<file path="src/rtl/dlf_pkg.sv">
`default_nettype none
package dlf_pkg;

    // layer sizing
    localparam int IN_MAX       = 64;
    localparam int OUT_MAX      = 64;
    localparam int INDEX_SPAN   = 64;
    localparam int IN_USE_MAX   = (IN_MAX < INDEX_SPAN) ? IN_MAX : INDEX_SPAN;
    localparam int WEIGHT_DEPTH = IN_MAX * OUT_MAX;

    // address and counter widths
    localparam int W_IADDR = (IN_MAX > 1) ? $clog2(IN_MAX) : 1;
    localparam int W_OADDR = (OUT_MAX > 1) ? $clog2(OUT_MAX) : 1;
    localparam int W_WADDR = (WEIGHT_DEPTH > 1) ? $clog2(WEIGHT_DEPTH) : 1;
    localparam int W_ICNT  = W_IADDR + 1;
    localparam int W_OCNT  = W_OADDR + 1;

    // field widths
    localparam int MODE_W    = 2;
    localparam int INDEX_W   = 6;
    localparam int DATA_W    = 16;
    localparam int COUNT_W   = 7;
    localparam int PROD_W    = 2 * DATA_W;
    localparam int ACC_W     = 48;
    localparam int RES_W     = 32;
    localparam int FRAC_BITS = 12;

    // config port
    localparam int CFG_IDX_W  = 3;
    localparam int CFG_DATA_W = 16;
    localparam logic [CFG_IDX_W-1:0] CFG_IN_COUNT   = 3'd0;
    localparam logic [CFG_IDX_W-1:0] CFG_OUT_COUNT  = 3'd1;
    localparam logic [CFG_IDX_W-1:0] CFG_ACT_MODE   = 3'd2;
    localparam logic [CFG_IDX_W-1:0] CFG_HAS_BIAS   = 3'd3;
    localparam logic [CFG_IDX_W-1:0] CFG_BIAS_VALUE = 3'd4;

    // command queue
    localparam int QUEUE_DEPTH = 4;
    localparam int QPTR_W      = $clog2(QUEUE_DEPTH);
    localparam int QCNT_W      = $clog2(QUEUE_DEPTH + 1);

    typedef enum logic [MODE_W-1:0] {
        OP_WR_WEIGHT = 2'd0,
        OP_WR_ACT    = 2'd1,
        OP_COMPUTE   = 2'd2
    } t_op;

    typedef enum logic [1:0] {
        ST_IDLE,
        ST_RUN,
        ST_FIN
    } t_eng_state;

    typedef struct packed {
        t_op                op;
        logic [INDEX_W-1:0] in_idx;
        logic [INDEX_W-1:0] out_idx;
        logic [DATA_W-1:0]  data;
    } t_cmd;

    typedef struct packed {
        logic valid;
        t_cmd cmd;
    } t_q_head;

    typedef struct packed {
        logic [COUNT_W-1:0]       in_count;
        logic [COUNT_W-1:0]       out_count;
        logic                     act_mode;
        logic                     has_bias;
        logic signed [DATA_W-1:0] bias_value;
    } t_cfg;

endpackage
`default_nettype wire

</file>
<file path="src/rtl/dlf_front.sv">
`default_nettype none
module dlf_front import dlf_pkg::*; (
    input  wire logic                      i_clk,
    input  wire logic                      i_rst_n,
    input  wire logic                      i_in_valid,
    output logic                           o_in_stall,
    input  wire logic [MODE_W-1:0]         i_mode,
    input  wire logic [INDEX_W-1:0]        i_in_index,
    input  wire logic [INDEX_W-1:0]        i_out_index,
    input  wire logic signed [DATA_W-1:0]  i_data_value,
    output t_q_head                        o_head,
    input  wire logic                      i_pop
);

    t_cmd              r_q [QUEUE_DEPTH];
    logic [QPTR_W-1:0] r_wr_ptr, n_wr_ptr;
    logic [QPTR_W-1:0] r_rd_ptr, n_rd_ptr;
    logic [QCNT_W-1:0] r_count, n_count;
    logic              full;
    logic              keep;
    logic              push;
    t_cmd              cmd;

    assign full       = (r_count == QCNT_W'(QUEUE_DEPTH));
    assign o_in_stall = full;

    // classify: drop unused mode and out-of-range indexes
    always_comb begin
        keep = 1'b0;
        cmd  = '{op: OP_COMPUTE, in_idx: i_in_index, out_idx: i_out_index,
                 data: i_data_value};
        case (i_mode)
            OP_WR_WEIGHT: begin
                cmd.op = OP_WR_WEIGHT;
                keep   = (32'(i_in_index) < IN_MAX) && (32'(i_out_index) < OUT_MAX);
            end
            OP_WR_ACT: begin
                cmd.op = OP_WR_ACT;
                keep   = (32'(i_in_index) < IN_MAX);
            end
            OP_COMPUTE: begin
                cmd.op = OP_COMPUTE;
                keep   = 1'b1;
            end
            default: keep = 1'b0;
        endcase
    end

    assign push = i_in_valid && !full && keep;

    // queue pointers
    always_comb begin
        n_wr_ptr = r_wr_ptr;
        n_rd_ptr = r_rd_ptr;
        n_count  = r_count;
        if (push) begin
            n_wr_ptr = r_wr_ptr + 1'b1;
        end
        if (i_pop) begin
            n_rd_ptr = r_rd_ptr + 1'b1;
        end
        case ({push, i_pop})
            2'b10:   n_count = r_count + 1'b1;
            2'b01:   n_count = r_count - 1'b1;
            default: n_count = r_count;
        endcase
    end

    always_ff @(posedge i_clk) begin
        if (!i_rst_n) begin
            r_wr_ptr <= '0;
            r_rd_ptr <= '0;
            r_count  <= '0;
        end else begin
            r_wr_ptr <= n_wr_ptr;
            r_rd_ptr <= n_rd_ptr;
            r_count  <= n_count;
        end
    end

    // queue storage, no reset
    always_ff @(posedge i_clk) begin
        if (push) begin
            r_q[r_wr_ptr] <= cmd;
        end
    end

    assign o_head.valid = (r_count != '0);
    assign o_head.cmd   = r_q[r_rd_ptr];

endmodule
`default_nettype wire

</file>
<file path="config.mk">
export PLATFORM = sky130hd
export DESIGN_NAME = dlf_front
export DESIGN_NICKNAME = d
export VERILOG_FILES = /design/src/rtl/dlf_pkg.sv /design/src/rtl/dlf_front.sv
export SDC_FILE = /design/constraint.sdc
export NUM_CORES = 1
export LEC_CHECK = 0
export ABC_AREA = 1
export BUFFER_PORTS_ARGS = -buffer_cell sky130_fd_sc_hd__buf_4
export CAP_MARGIN = 20
export CORE_MARGIN = 2
export CORE_UTILIZATION = 30
export CTS_CLUSTER_SIZE = 28
export DETAILED_ROUTE_END_ITERATION = 10
export PLACE_DENSITY = 0.47
export SLEW_MARGIN = 40
export SYNTH_ARGS = -nofsm -noshare
export SYNTH_HDL_FRONTEND = slang
export SYNTH_SLANG_ARGS = --single-unit
</file>
<file path="constraint.sdc">
create_clock -name i_clk -period 7.65 [get_ports i_clk]
set_clock_uncertainty 0.15 [all_clocks]
set_input_delay 0.3825 -clock i_clk [delete_from_list [all_inputs] [get_ports i_clk]]
set_output_delay 0.3825 -clock i_clk [all_outputs]
set_load 0.01 [all_outputs]
</file>
## Word level (Yosys, flattened, before mapping)

Memories as Yosys holds them, arrays and structs flattened. A register that Yosys moved wholly into a read port is not among the register bits.
Index checks and enable logic that the tools add are counted.

- Add/subtract/negate cells: 4
- Reductions and logical operators: 7
- Muxes and demuxes: 7
- Equality and inequality tests: 5

Operators with widths:

| kind | number |
|---|---|
| $pmux W3 S2 | 1 |
| $add A2 B1 Y2 const B | 2 |
| $eq A2 B1 Y1 const B | 2 |
| $eq A2 B2 Y1 const B | 2 |
| $mux W2 | 2 |
| $pmux W2 S2 | 1 |
| $add A3 B1 Y3 const B | 1 |
| $eq A3 B3 Y1 const B | 1 |
| $mux W1 | 3 |
| $reduce_bool A3 Y1 | 1 |
| $reduce_or A3 Y1 | 1 |
| $sub A3 B1 Y3 const B | 1 |
| $logic_and A1 B1 Y1 | 2 |
| $logic_not A2 Y1 | 1 |
| $reduce_bool A2 Y1 | 1 |
| $logic_not A1 Y1 | 1 |

- Bits in writable memories: 120
- Register bits after elaboration: 7
- Output and inout bits: 32
- Input bits: 34
- Logic and storage cells: 27
- Memories: 1

Memory list:

| memory | depth | width | rd ports | clocked after Yosys merged registers in | write ports | RTL line | text |
|---|---|---|---|---|---|---|---|
| r_q | 4 | 30 | 1 | 1 | 1 | dlf_front.sv:15 | `t_cmd r_q [QUEUE_DEPTH];` |

## Longest topological paths before layout

Gate-level depths: netlist of run 1.

- Word-level depth: 6
- Mapped depth: 9
- Depth with buffers taken out: 9

## Worst setup path before layout of run 1

Ideal clock, no wire load.

- Path kind: input to register
- Start point: input port i_in_valid
- End point: memory r_q[0][0] (netlist name) (enable)
- Cell stages on the path: 4
- Buffers on the path: 0
- Library setup time: 417 ps
- Arrival: 2008 ps
- Path slack: 5075 ps
- Required time: 7083 ps
- Cells stage by stage: inv_1 > a21oi_2 > nand2_1 > nor2_1

- Word-level cells in the longest chain between the ends: 4

RTL lines:

| element | RTL line | text |
|---|---|---|
| start: declaration | dlf_front.sv:5 | `input wire logic i_in_valid,` |
| $logic_and A1 B1 Y1 (2 in series) | dlf_front.sv:49 | `assign push = i_in_valid && !full && keep;` |
| $mux W1 | dlf_front.sv:83 | `if (push) begin` |
| $mux W1 (not written as such) | dlf_front.sv:84 | `r_q[r_wr_ptr] <= cmd;` |
| end: declaration | dlf_front.sv:15 |  |

No other way between the ends.

==> flow_summary.ini, run 1 <==
[status]
status = finished clean

[floorplan]
die_h_um = 133
initial_utilization = 0.303
io_pins = 66
coreArea_mm2 = 0.0164
die_w_um = 133
rows = 47
die-area_mm2 = 0.0176

[placement]
pre_cts_ws_ns = 5.13
dp.cells = 630
dpl.hpwl_mm = 6.55
numPortBuffers = 65
place_congestion = 0.699

[cts]
cts.sinks = 129
cts_tree = done
root_buffer = clkbuf_16
clk_path_buf_depth = 2
post-cts-setup-buffers = 0
cts_hold_buf = 0
cts-resized-gates = 0
h-tree-depth = 4
insertion_delay_ns = 0.40
numCtsBuffers = 17
clk_pin_slew_ns = 0.05

[setup_path]
cpMaxStageDelayCell = dfxtp_2
start_kind = flop
path_max_fanout = 60
arrival_ns = 2.29
crit_top_cell = buf_4
cpPeakStageDelay_ns = 0.70
cp-end-kind = output pin
required_ns = 7.12
crit_type = flop to output pin
critical_path.cell_chain = buf_4, inv_8, o21ai_1, o22ai_1, buf_4

[yosys]
synth_area_mm2 = 0.00497
synthArstFlopShare = 0
seq_area_frac_synth = 0.762
avgSynthCellArea_um2 = 14.0
synth_edf_count = 120
ys_top_cells_by_count = 120 x edfxtp_1, 71 x nor2_1, 34 x o21ai_0
ys_ff_latch = 129
synthTopCellsByArea = edfxtp_1 73%, nor2_1 5.4%, o22ai_1 3.8%
synth_top_area_frac = 0.725
yosysMostFrequentCell = edfxtp_1
synth_flop_cell = edfxtp_1
synth_top_cell_by_area = edfxtp_1
synth_fp_nets = 395
syn_inst = 355
yosysWarnings = 0
synthDistinctLibCells = 19

[routing]
drt_wl_total_mm = 10.5
drc = 0
viasPerCell = 4.47
drt_first_pass_iters = 4
vias = 2959
wl_per_cell_um = 15.8
ant_nets = 0
drt_iter0_drc = 197

[sta]
slew_violations = 0
worst_pin_slew_ns = 0.595
rsz0062_at_grt = false
period_needed_ns = 2.82
finalSetupViolations = 0
slew_headroom = 0.603
final.setup.tns_ns = 0
max_freq_mhz = 354
period_share = 0.369
setup_ws_ns = 4.83
finalHoldViolCount = 0

[cells_and_area]
final_nets = 469
layout-drive-gt1-share = 0.256
fin_util = 0.387
num-fill-cells = 1556
diodes = 0
multi_input_area_um2 = 978
final_cells = 662
seq_area_mm2 = 0.00378
syn2layout_area_growth_pct = 27.7

[global_route]
grt_pass1_wl_mm = 16.4
grtUsageTotal = 0.126
gr-total-overflow = 0
grt_pass1_vias = 3043
antenna_found_initial = 0
grt_max_degree = 61

[hold_path]
hold_path.class = input pin to flop

[flow_run]
cap_viol_max_count = 0

[pwr]
p_leak_nw = 2.26
peakVddDrop_mv = 0.153
power_density_mw_per_mm2 = 277
sequential cells by signal, summed over array words and instances (netlist names), named ones only:
signal and count:
r_wr_ptr 2, r_rd_ptr 2, r_q 120, r_count 3
through the flow:
stage                     hold WS [ns]  instance area [µm²]  total power [W]
after floorplan                  0.262                 4970         0.000935
after global placement           0.270                 5610          0.00102
after detailed placement         0.295                 5790          0.00104
after CTS                      0.00642                 6340          0.00178
after global routing           0.00306                 6340          0.00183
final                           0.0281                 6340          0.00176
critical path: cells and delay by family, from the launching register on:
family	cells	cell delay, ns
DFF	1	0.70
AOI/OAI and AO/OA	2	0.31
buffers and inverters	3	0.79
path summary, 6_finish.rpt:
path | cells after the start | slack [ns] | endpoint | start
worst min register to register | 1 | 0.30 | flop | r_rd_ptr[1]$_SDFFE_PN0P_
worst max-delay path | 5 | 4.83 | o_head[8] | flop
worst max register to register | 8 | 5.26 | r_count[2]$_SDFFE_PN0P_ | r_count[1]$_SDFFE_PN0P_
worst min-delay path | 1 | 0.03 | r_q[3][11]$_DFFE_PP_ | i_data_value[11]
kinds of logic after synthesis:
group                    after synthesis  share of synthesized area
AO/OA/AOI/OAI                        102                      0.111
flip-flops                           129                      0.762
adder cells (fa/ha/maj)                6                     0.0166
buffers and inverters                 36                     0.0476
AND/OR/NAND/NOR                       82                     0.0632
report_power, final:
| part | switching (W) | internal, W | total [W] | leakage, nW |
|---|---|---|---|---|
| Sequential | 0.0000141 | 0.000810 | 0.000824 | 1.17 |
| Combinational | 0.000109 | 0.0000820 | 0.000191 | 0.812 |
| Clock | 0.000272 | 0.000471 | 0.000742 | 0.274 |
layout make-up:
type                       instances  area share
tap                              220      0.0434
timing repair buffer              75       0.108
multi-input combinational        190       0.154
sequential                       129       0.597
inverter                          16      0.0107
clock buffer                      18      0.0677
clock inverter                    14      0.0193
placed cells by master, fill, tap and decap left out, drive strengths merged:
cell type	n
inv	16
clkinv	10
o21ai	64
nand3	3
buf	75
bufinv	2
clkinvlp	2
dfxtp	9
clkbuf	18
edfxtp	120
nor2	71
a21oi	8
o22ai	30
ha	5
fa	1
or2	1
nand2	7
layer usage:
layer	vias to the layer above	part of all wire	global-route usage
met5	-	0	0
met4	0	0.0086	0.0460
met3	6	0.049	0.0475
met2	70	0.48	0.201
met1	1429	0.47	0.156
li1	1454	-	-
No activity file was read; power rests on OpenSTA's default activity.
==> run 2: changes to the inputs <==
Clock period 7.65 ns to 2.9 ns, I/O delays scaled along.
==> flow_summary.ini, run 2 (synthesis gave the netlist of run 1 again) <==
[status]
status = finished clean

[floorplan]
initial_utilization = 0.303
die_h_um = 133
io_pins = 66
coreArea_mm2 = 0.0164
die-area_mm2 = 0.0176
die_w_um = 133
rows = 47

[global_route]
grt_max_degree = 61
antenna_found_initial = 0
grtUsageTotal = 0.130
grt_pass1_vias = 3099
gr-total-overflow = 0
grt_pass1_wl_mm = 17.1

[setup_path]
critPathTopFamily = buffers and inverters
required_ns = 3.05
cp_num_buf_inv = 4
critical_path.cell_chain = inv_1, ha_1, inv_1, nand3_1, nand2_1, dlygate4sd3_1, nor2_1, dlygate4sd3_1
cp-end-kind = flop
start_kind = flop
cpPeakStageDelay_ns = 0.55
cpMaxStageDelayCell = dlygate4sd3_1
path_max_fanout = 5
arrival_ns = 2.52
crit_type = flop to flop

[pwr]
p_leak_nw = 2.43
intPower_w = 0.00397
power.share.sequential = 0.429
pwr-share-clk = 0.468
p_sw_frac = 0.217
p_total_w = 0.00508
power_density_mw_per_mm2 = 757
p_comb_frac = 0.102
peakVddDrop_mv = 0.415
switching_power_w = 0.00110

[sta]
slew_headroom = 0.497
whs_ns = 0.325
finalHoldViolCount = 0
max_freq_mhz = 422
setup_ws_ns = 0.532
final.setup.tns_ns = 0
worst_pin_slew_ns = 0.754
slew_violations = 0
finalSetupViolations = 0
period_needed_ns = 2.37
period_share = 0.816
rsz0062_at_grt = false

[cts]
clk_path_buf_depth = 2
h-tree-depth = 4
cts.sinks = 129
clk_pin_slew_ns = 0.06
numCtsBuffers = 17
root_buffer = clkbuf_16
post-cts-setup-buffers = 0
insertion_delay_ns = 0.41
cts_tree = done

[flow_run]
cap_viol_max_count = 0

[routing]
drt_first_pass_iters = 4
viasPerCell = 4.45
ant_nets = 0
drt_wl_total_mm = 10.9
drc = 0
wl_per_cell_um = 15.6
vias = 3112
drt_iter0_drc = 119

[cells_and_area]
num-fill-cells = 1533
final_cell_mix = 120 x edfxtp_1, 76 x buf_4, 67 x nor2_1
final_common_cell = edfxtp_1
diodes = 0
final_nets = 506
top_register = r_q
layout-drive-gt1-share = 0.240
largest_reg_flops = 120
largest_registers = r_q x120, r_count x3
syn2layout_area_growth_pct = 35.1

[placement]
dpl.hpwl_mm = 6.52
pre_cts_ws_ns = 0.526
numPortBuffers = 65
place_congestion = 0.711

[hold_path]
hold_path.class = input pin to flop
==> run 2: cell count changes in the layout (fill, tap and decap cells not counted), sizes merged <==
| cell | previous run | this run |
|---|---|---|
| clkinvlp | 2 | 0 |
| clkinv | 10 | 8 |
| dlygate4sd3 | 0 | 35 |
| clkbuf | 18 | 17 |
| bufinv | 2 | 6 |
| inv | 16 | 17 |
| buf | 75 | 77 |
==> run 2: cell type report <==
| cell class | instances | area [µm²] | area share |
|---|---|---|---|
| flip-flops and latches | 129 | 3780 | 0.564 |
| multi-input cells | 190 | 978 | 0.146 |
| repair buffers | 112 | 941 | 0.140 |
| clock buffers | 17 | 425 | 0.0634 |
| well taps | 220 | 275 | 0.0410 |
| clock inverters | 15 | 238 | 0.0354 |
| inverters | 16 | 67.6 | 0.0101 |
==> run 2: path summary, 6_finish.rpt <==
kind / from / end / slack [ns] / cells after the start
worst max-delay path: r_wr_ptr[0]$_SDFFE_PN0P_ / r_wr_ptr[1]$_SDFFE_PN0P_ / 0.53 / 8
worst min-delay path: i_in_index[2] / r_q[1][24]$_DFFE_PP_ / 0.32 / 2
worst max register to register: r_wr_ptr[0]$_SDFFE_PN0P_ / r_wr_ptr[1]$_SDFFE_PN0P_ / 0.53 / 8
worst min register to register: r_rd_ptr[1]$_SDFFE_PN0P_ / r_rd_ptr[1]$_SDFFE_PN0P_ / 0.33 / 1
==> run 2: timing repair <==
| action | in CTS | in global routing |
|---|---|---|
| endpoints found under the hold margin | 129 | 0 |
| gates resized for setup | 0 | 0 |
| hold buffers | 35 | 0 |
==> run 2: routing by layer <==
layer / track usage / up-vias / part of all wire
met5: 0 / - / 0
met4: 0.0484 / 0 / 0.015
met3: 0.0441 / 16 / 0.046
met2: 0.204 / 66 / 0.47
met1: 0.168 / 1495 / 0.47
li1: - / 1535 / -
==> run 2: metrics by stage <==
step | utilization | cells | cell area [µm²]
3_5_place_dp | 0.347 | 632 | 5700
5_1_grt | 0.409 | 699 | 6710
4_1_cts | 0.409 | 699 | 6710
6_report | 0.409 | 699 | 6710
2_1_floorplan | - | 355 | 4970
3_3_place_gp | 0.347 | 632 | 5700
==> run 2: power by group through the flow <==
stage,Clock (W),Combinational [W],Sequential (W)
6_report,0.00238,0.000520,0.00218
4_1_cts,0.00243,0.000533,0.00218
3_3_place_gp,0,0.000485,0.00222
5_1_grt,0.00251,0.000579,0.00219
3_5_place_dp,0,0.000491,0.00222
2_1_floorplan,0,0.000268,0.00220
==> run 3: changes to the inputs <==
Settings changed: ABC_AREA 1 to 0, PLACE_DENSITY 0.47 to 0.49.
Clock period 2.9 ns to 2 ns, I/O delays scaled along.
==> flow_summary.ini, run 3 <==
[status]
status = complete, but fails checks
violations = setup timing

[yosys]
synth_flop_cell = edfxtp_1
synth_top_cell_by_area = edfxtp_1
synth_area_mm2 = 0.00483
synth_top_area_frac = 0.747
ys_top_cells_by_count = 120 x edfxtp_1, 30 x mux4_2, 9 x dfxtp_1
synthDistinctLibCells = 22
seq_area_frac_synth = 0.784
synthArstFlopShare = 0
yosysWarnings = 0
yosysMostFrequentCell = edfxtp_1
avgSynthCellArea_um2 = 23.5
syn_inst = 205
ys_ff_latch = 129
synth_edf_count = 120
synth_fp_nets = 245
synthTopCellsByArea = edfxtp_1 75%, mux4_2 14%, dfxtp_1 3.7%

[sta]
setup_ws_ns = -0.0818
finalSetupViolations = 1
finalHoldViolCount = 0
max_freq_mhz = 480
rsz0062_at_grt = true
period_needed_ns = 2.08
final.setup.tns_ns = -0.0818
worst_pin_slew_ns = 0.317
slew_headroom = 0.788
slew_violations = 0
period_share = 1.04

[setup_path]
cpPeakStageDelay_ns = 0.34
regToRegStartpoint = r_count[2]$_SDFFE_PN0P_
ff2ff_setup_slack_ns = -0.08
critPathLaunch = r_count[2]$_SDFFE_PN0P_
required_ns = 2.18
critical_path.cell_chain = nor3b_4, a211oi_4, inv_1, ha_2, fa_2, xnor2_1, or3_1, a21boi_1
start_kind = flop
path_max_fanout = 4
cp-end-kind = flop
r2r-end = r_count[2]$_SDFFE_PN0P_
cp.depth = 8
arrival_ns = 2.26
cp_num_buf_inv = 1
critPathTopFamily = adder cells
cp-endpoint = r_count[2]$_SDFFE_PN0P_
crit_type = flop to flop
cpMaxStageDelayCell = fa_2
ff2ff_path_depth = 8

[routing]
vias = 2352
ant_nets = 0
wl_per_cell_um = 16.0
drt_iter0_drc = 68
drt_wl_total_mm = 8.94
viasPerCell = 4.20
drt_first_pass_iters = 4
drc = 0

[cts]
clk_pin_slew_ns = 0.05
insertion_delay_ns = 0.41
cts.sinks = 129
post-cts-setup-buffers = 0
clk_path_buf_depth = 2
h-tree-depth = 4
cts_tree = done
root_buffer = clkbuf_16
numCtsBuffers = 17

[cells_and_area]
largest_reg_flops = 120
final_cell_mix = 120 x edfxtp_1, 61 x buf_4, 34 x dlygate4sd3_1
syn2layout_area_growth_pct = 40.4
top_register = r_q
final_cells = 560
diodes = 0
final_common_cell = edfxtp_1
final_nets = 371
largest_registers = r_q x120, r_count x3
layout-drive-gt1-share = 0.445

[floorplan]
io_pins = 66
die_h_um = 131
initial_utilization = 0.305
coreArea_mm2 = 0.0158
rows = 46
die_w_um = 131
die-area_mm2 = 0.0171

[hold_path]
min_from = i_mode[0]
hold_path.class = input pin to flop

[global_route]
grtUsageTotal = 0.112
grt_max_degree = 17
antenna_found_initial = 0
grt_pass1_wl_mm = 13.7
gr-total-overflow = 0
grt_pass1_vias = 2546

[placement]
dpl.hpwl_mm = 5.66
place_congestion = 0.681
dp.cells = 493
numPortBuffers = 65

[pwr]
p_leak_nw = 2.34
power_density_mw_per_mm2 = 1050
p_total_w = 0.00714
peakVddDrop_mv = 0.596

[flow_run]
cap_viol_max_count = 0
-- run 3: metal layers --
layer	global-route usage	wire, µm	vias up	share of wire
li1	-	-	1096	-
met1	0.138	4000	1192	0.45
met2	0.178	4360	51	0.49
met3	0.0460	427	13	0.048
met4	0.0451	148	0	0.017
met5	0	0	-	0
-- run 3: area by class of cell --
type                       count  area (µm²)
fill                        1401        9050
clock buffer                  17         425
inverter                       4        15.0
timing repair buffer         115        1120
tap                          216         270
sequential                   129        3790
multi-input combinational     64         978
clock inverter                15         168
-- run 3: power by group --
part	leakage [nW]	switching, W	internal, W
Clock	0.278	0.00109	0.00194
Sequential	1.17	0.0000549	0.00312
Combinational	0.889	0.000402	0.000533
-- run 3: cells by family (layout without fill, tap and decap cells) --
group | count (synthesis) | after routing | synth area share
DFF | 129 | 129 | 0.784
buffers and inverters | 12 | 151 | 0.0150
AOI/OAI and AO/OA | 3 | 3 | 0.00674
and+or+nand+nor | 18 | 18 | 0.0236
adders and majority gates | 6 | 6 | 0.0171
xor gates and xnor gates | 4 | 4 | 0.00726
muxes | 33 | 33 | 0.146
-- run 3: tightest hold or removal path, stage by stage --
cell and delay, ns:
buf_4 0.10, a211oi_4 0.06, inv_1 0.05, ha_2 0.20, mux2i_1 0.08, nor2b_1 0.10
-- run 3: worst min path at each step --
stage	slack, ns	depth (start not counted)	endpoint
floorplan	0.05	0	r_q[0][0]$_DFFE_PP_
global placement	0.15	1	r_q[3][1]$_DFFE_PP_
detailed placement	0.15	1	r_q[3][4]$_DFFE_PP_
CTS	0.15	6	r_count[2]$_SDFFE_PN0P_
global route	0.20	6	r_count[2]$_SDFFE_PN0P_
finish	0.17	6	r_count[1]$_SDFFE_PN0P_
-- run 3: repair_timing --
item,in CTS,in global routing
pin swaps,0,0
hold buffers,34,0
gates cloned,0,1
gates resized for setup,1,10
endpoints found under the hold margin,129,0
endpoints found under the setup margin,1,3
-- run 3: metrics by stage --
step / setup slack (ns) / util / instance area (µm²) / hold WS [ns]
3_5_place_dp: -0.0598 / 0.365 / 5780 / 0.154
3_3_place_gp: 0.00858 / 0.365 / 5780 / 0.151
2_1_floorplan: -0.0890 / - / 4840 / 0.0489
5_1_grt: -0.163 / 0.428 / 6770 / 0.202
4_1_cts: -0.0781 / 0.424 / 6710 / 0.146
6_report: -0.0818 / 0.428 / 6770 / 0.172
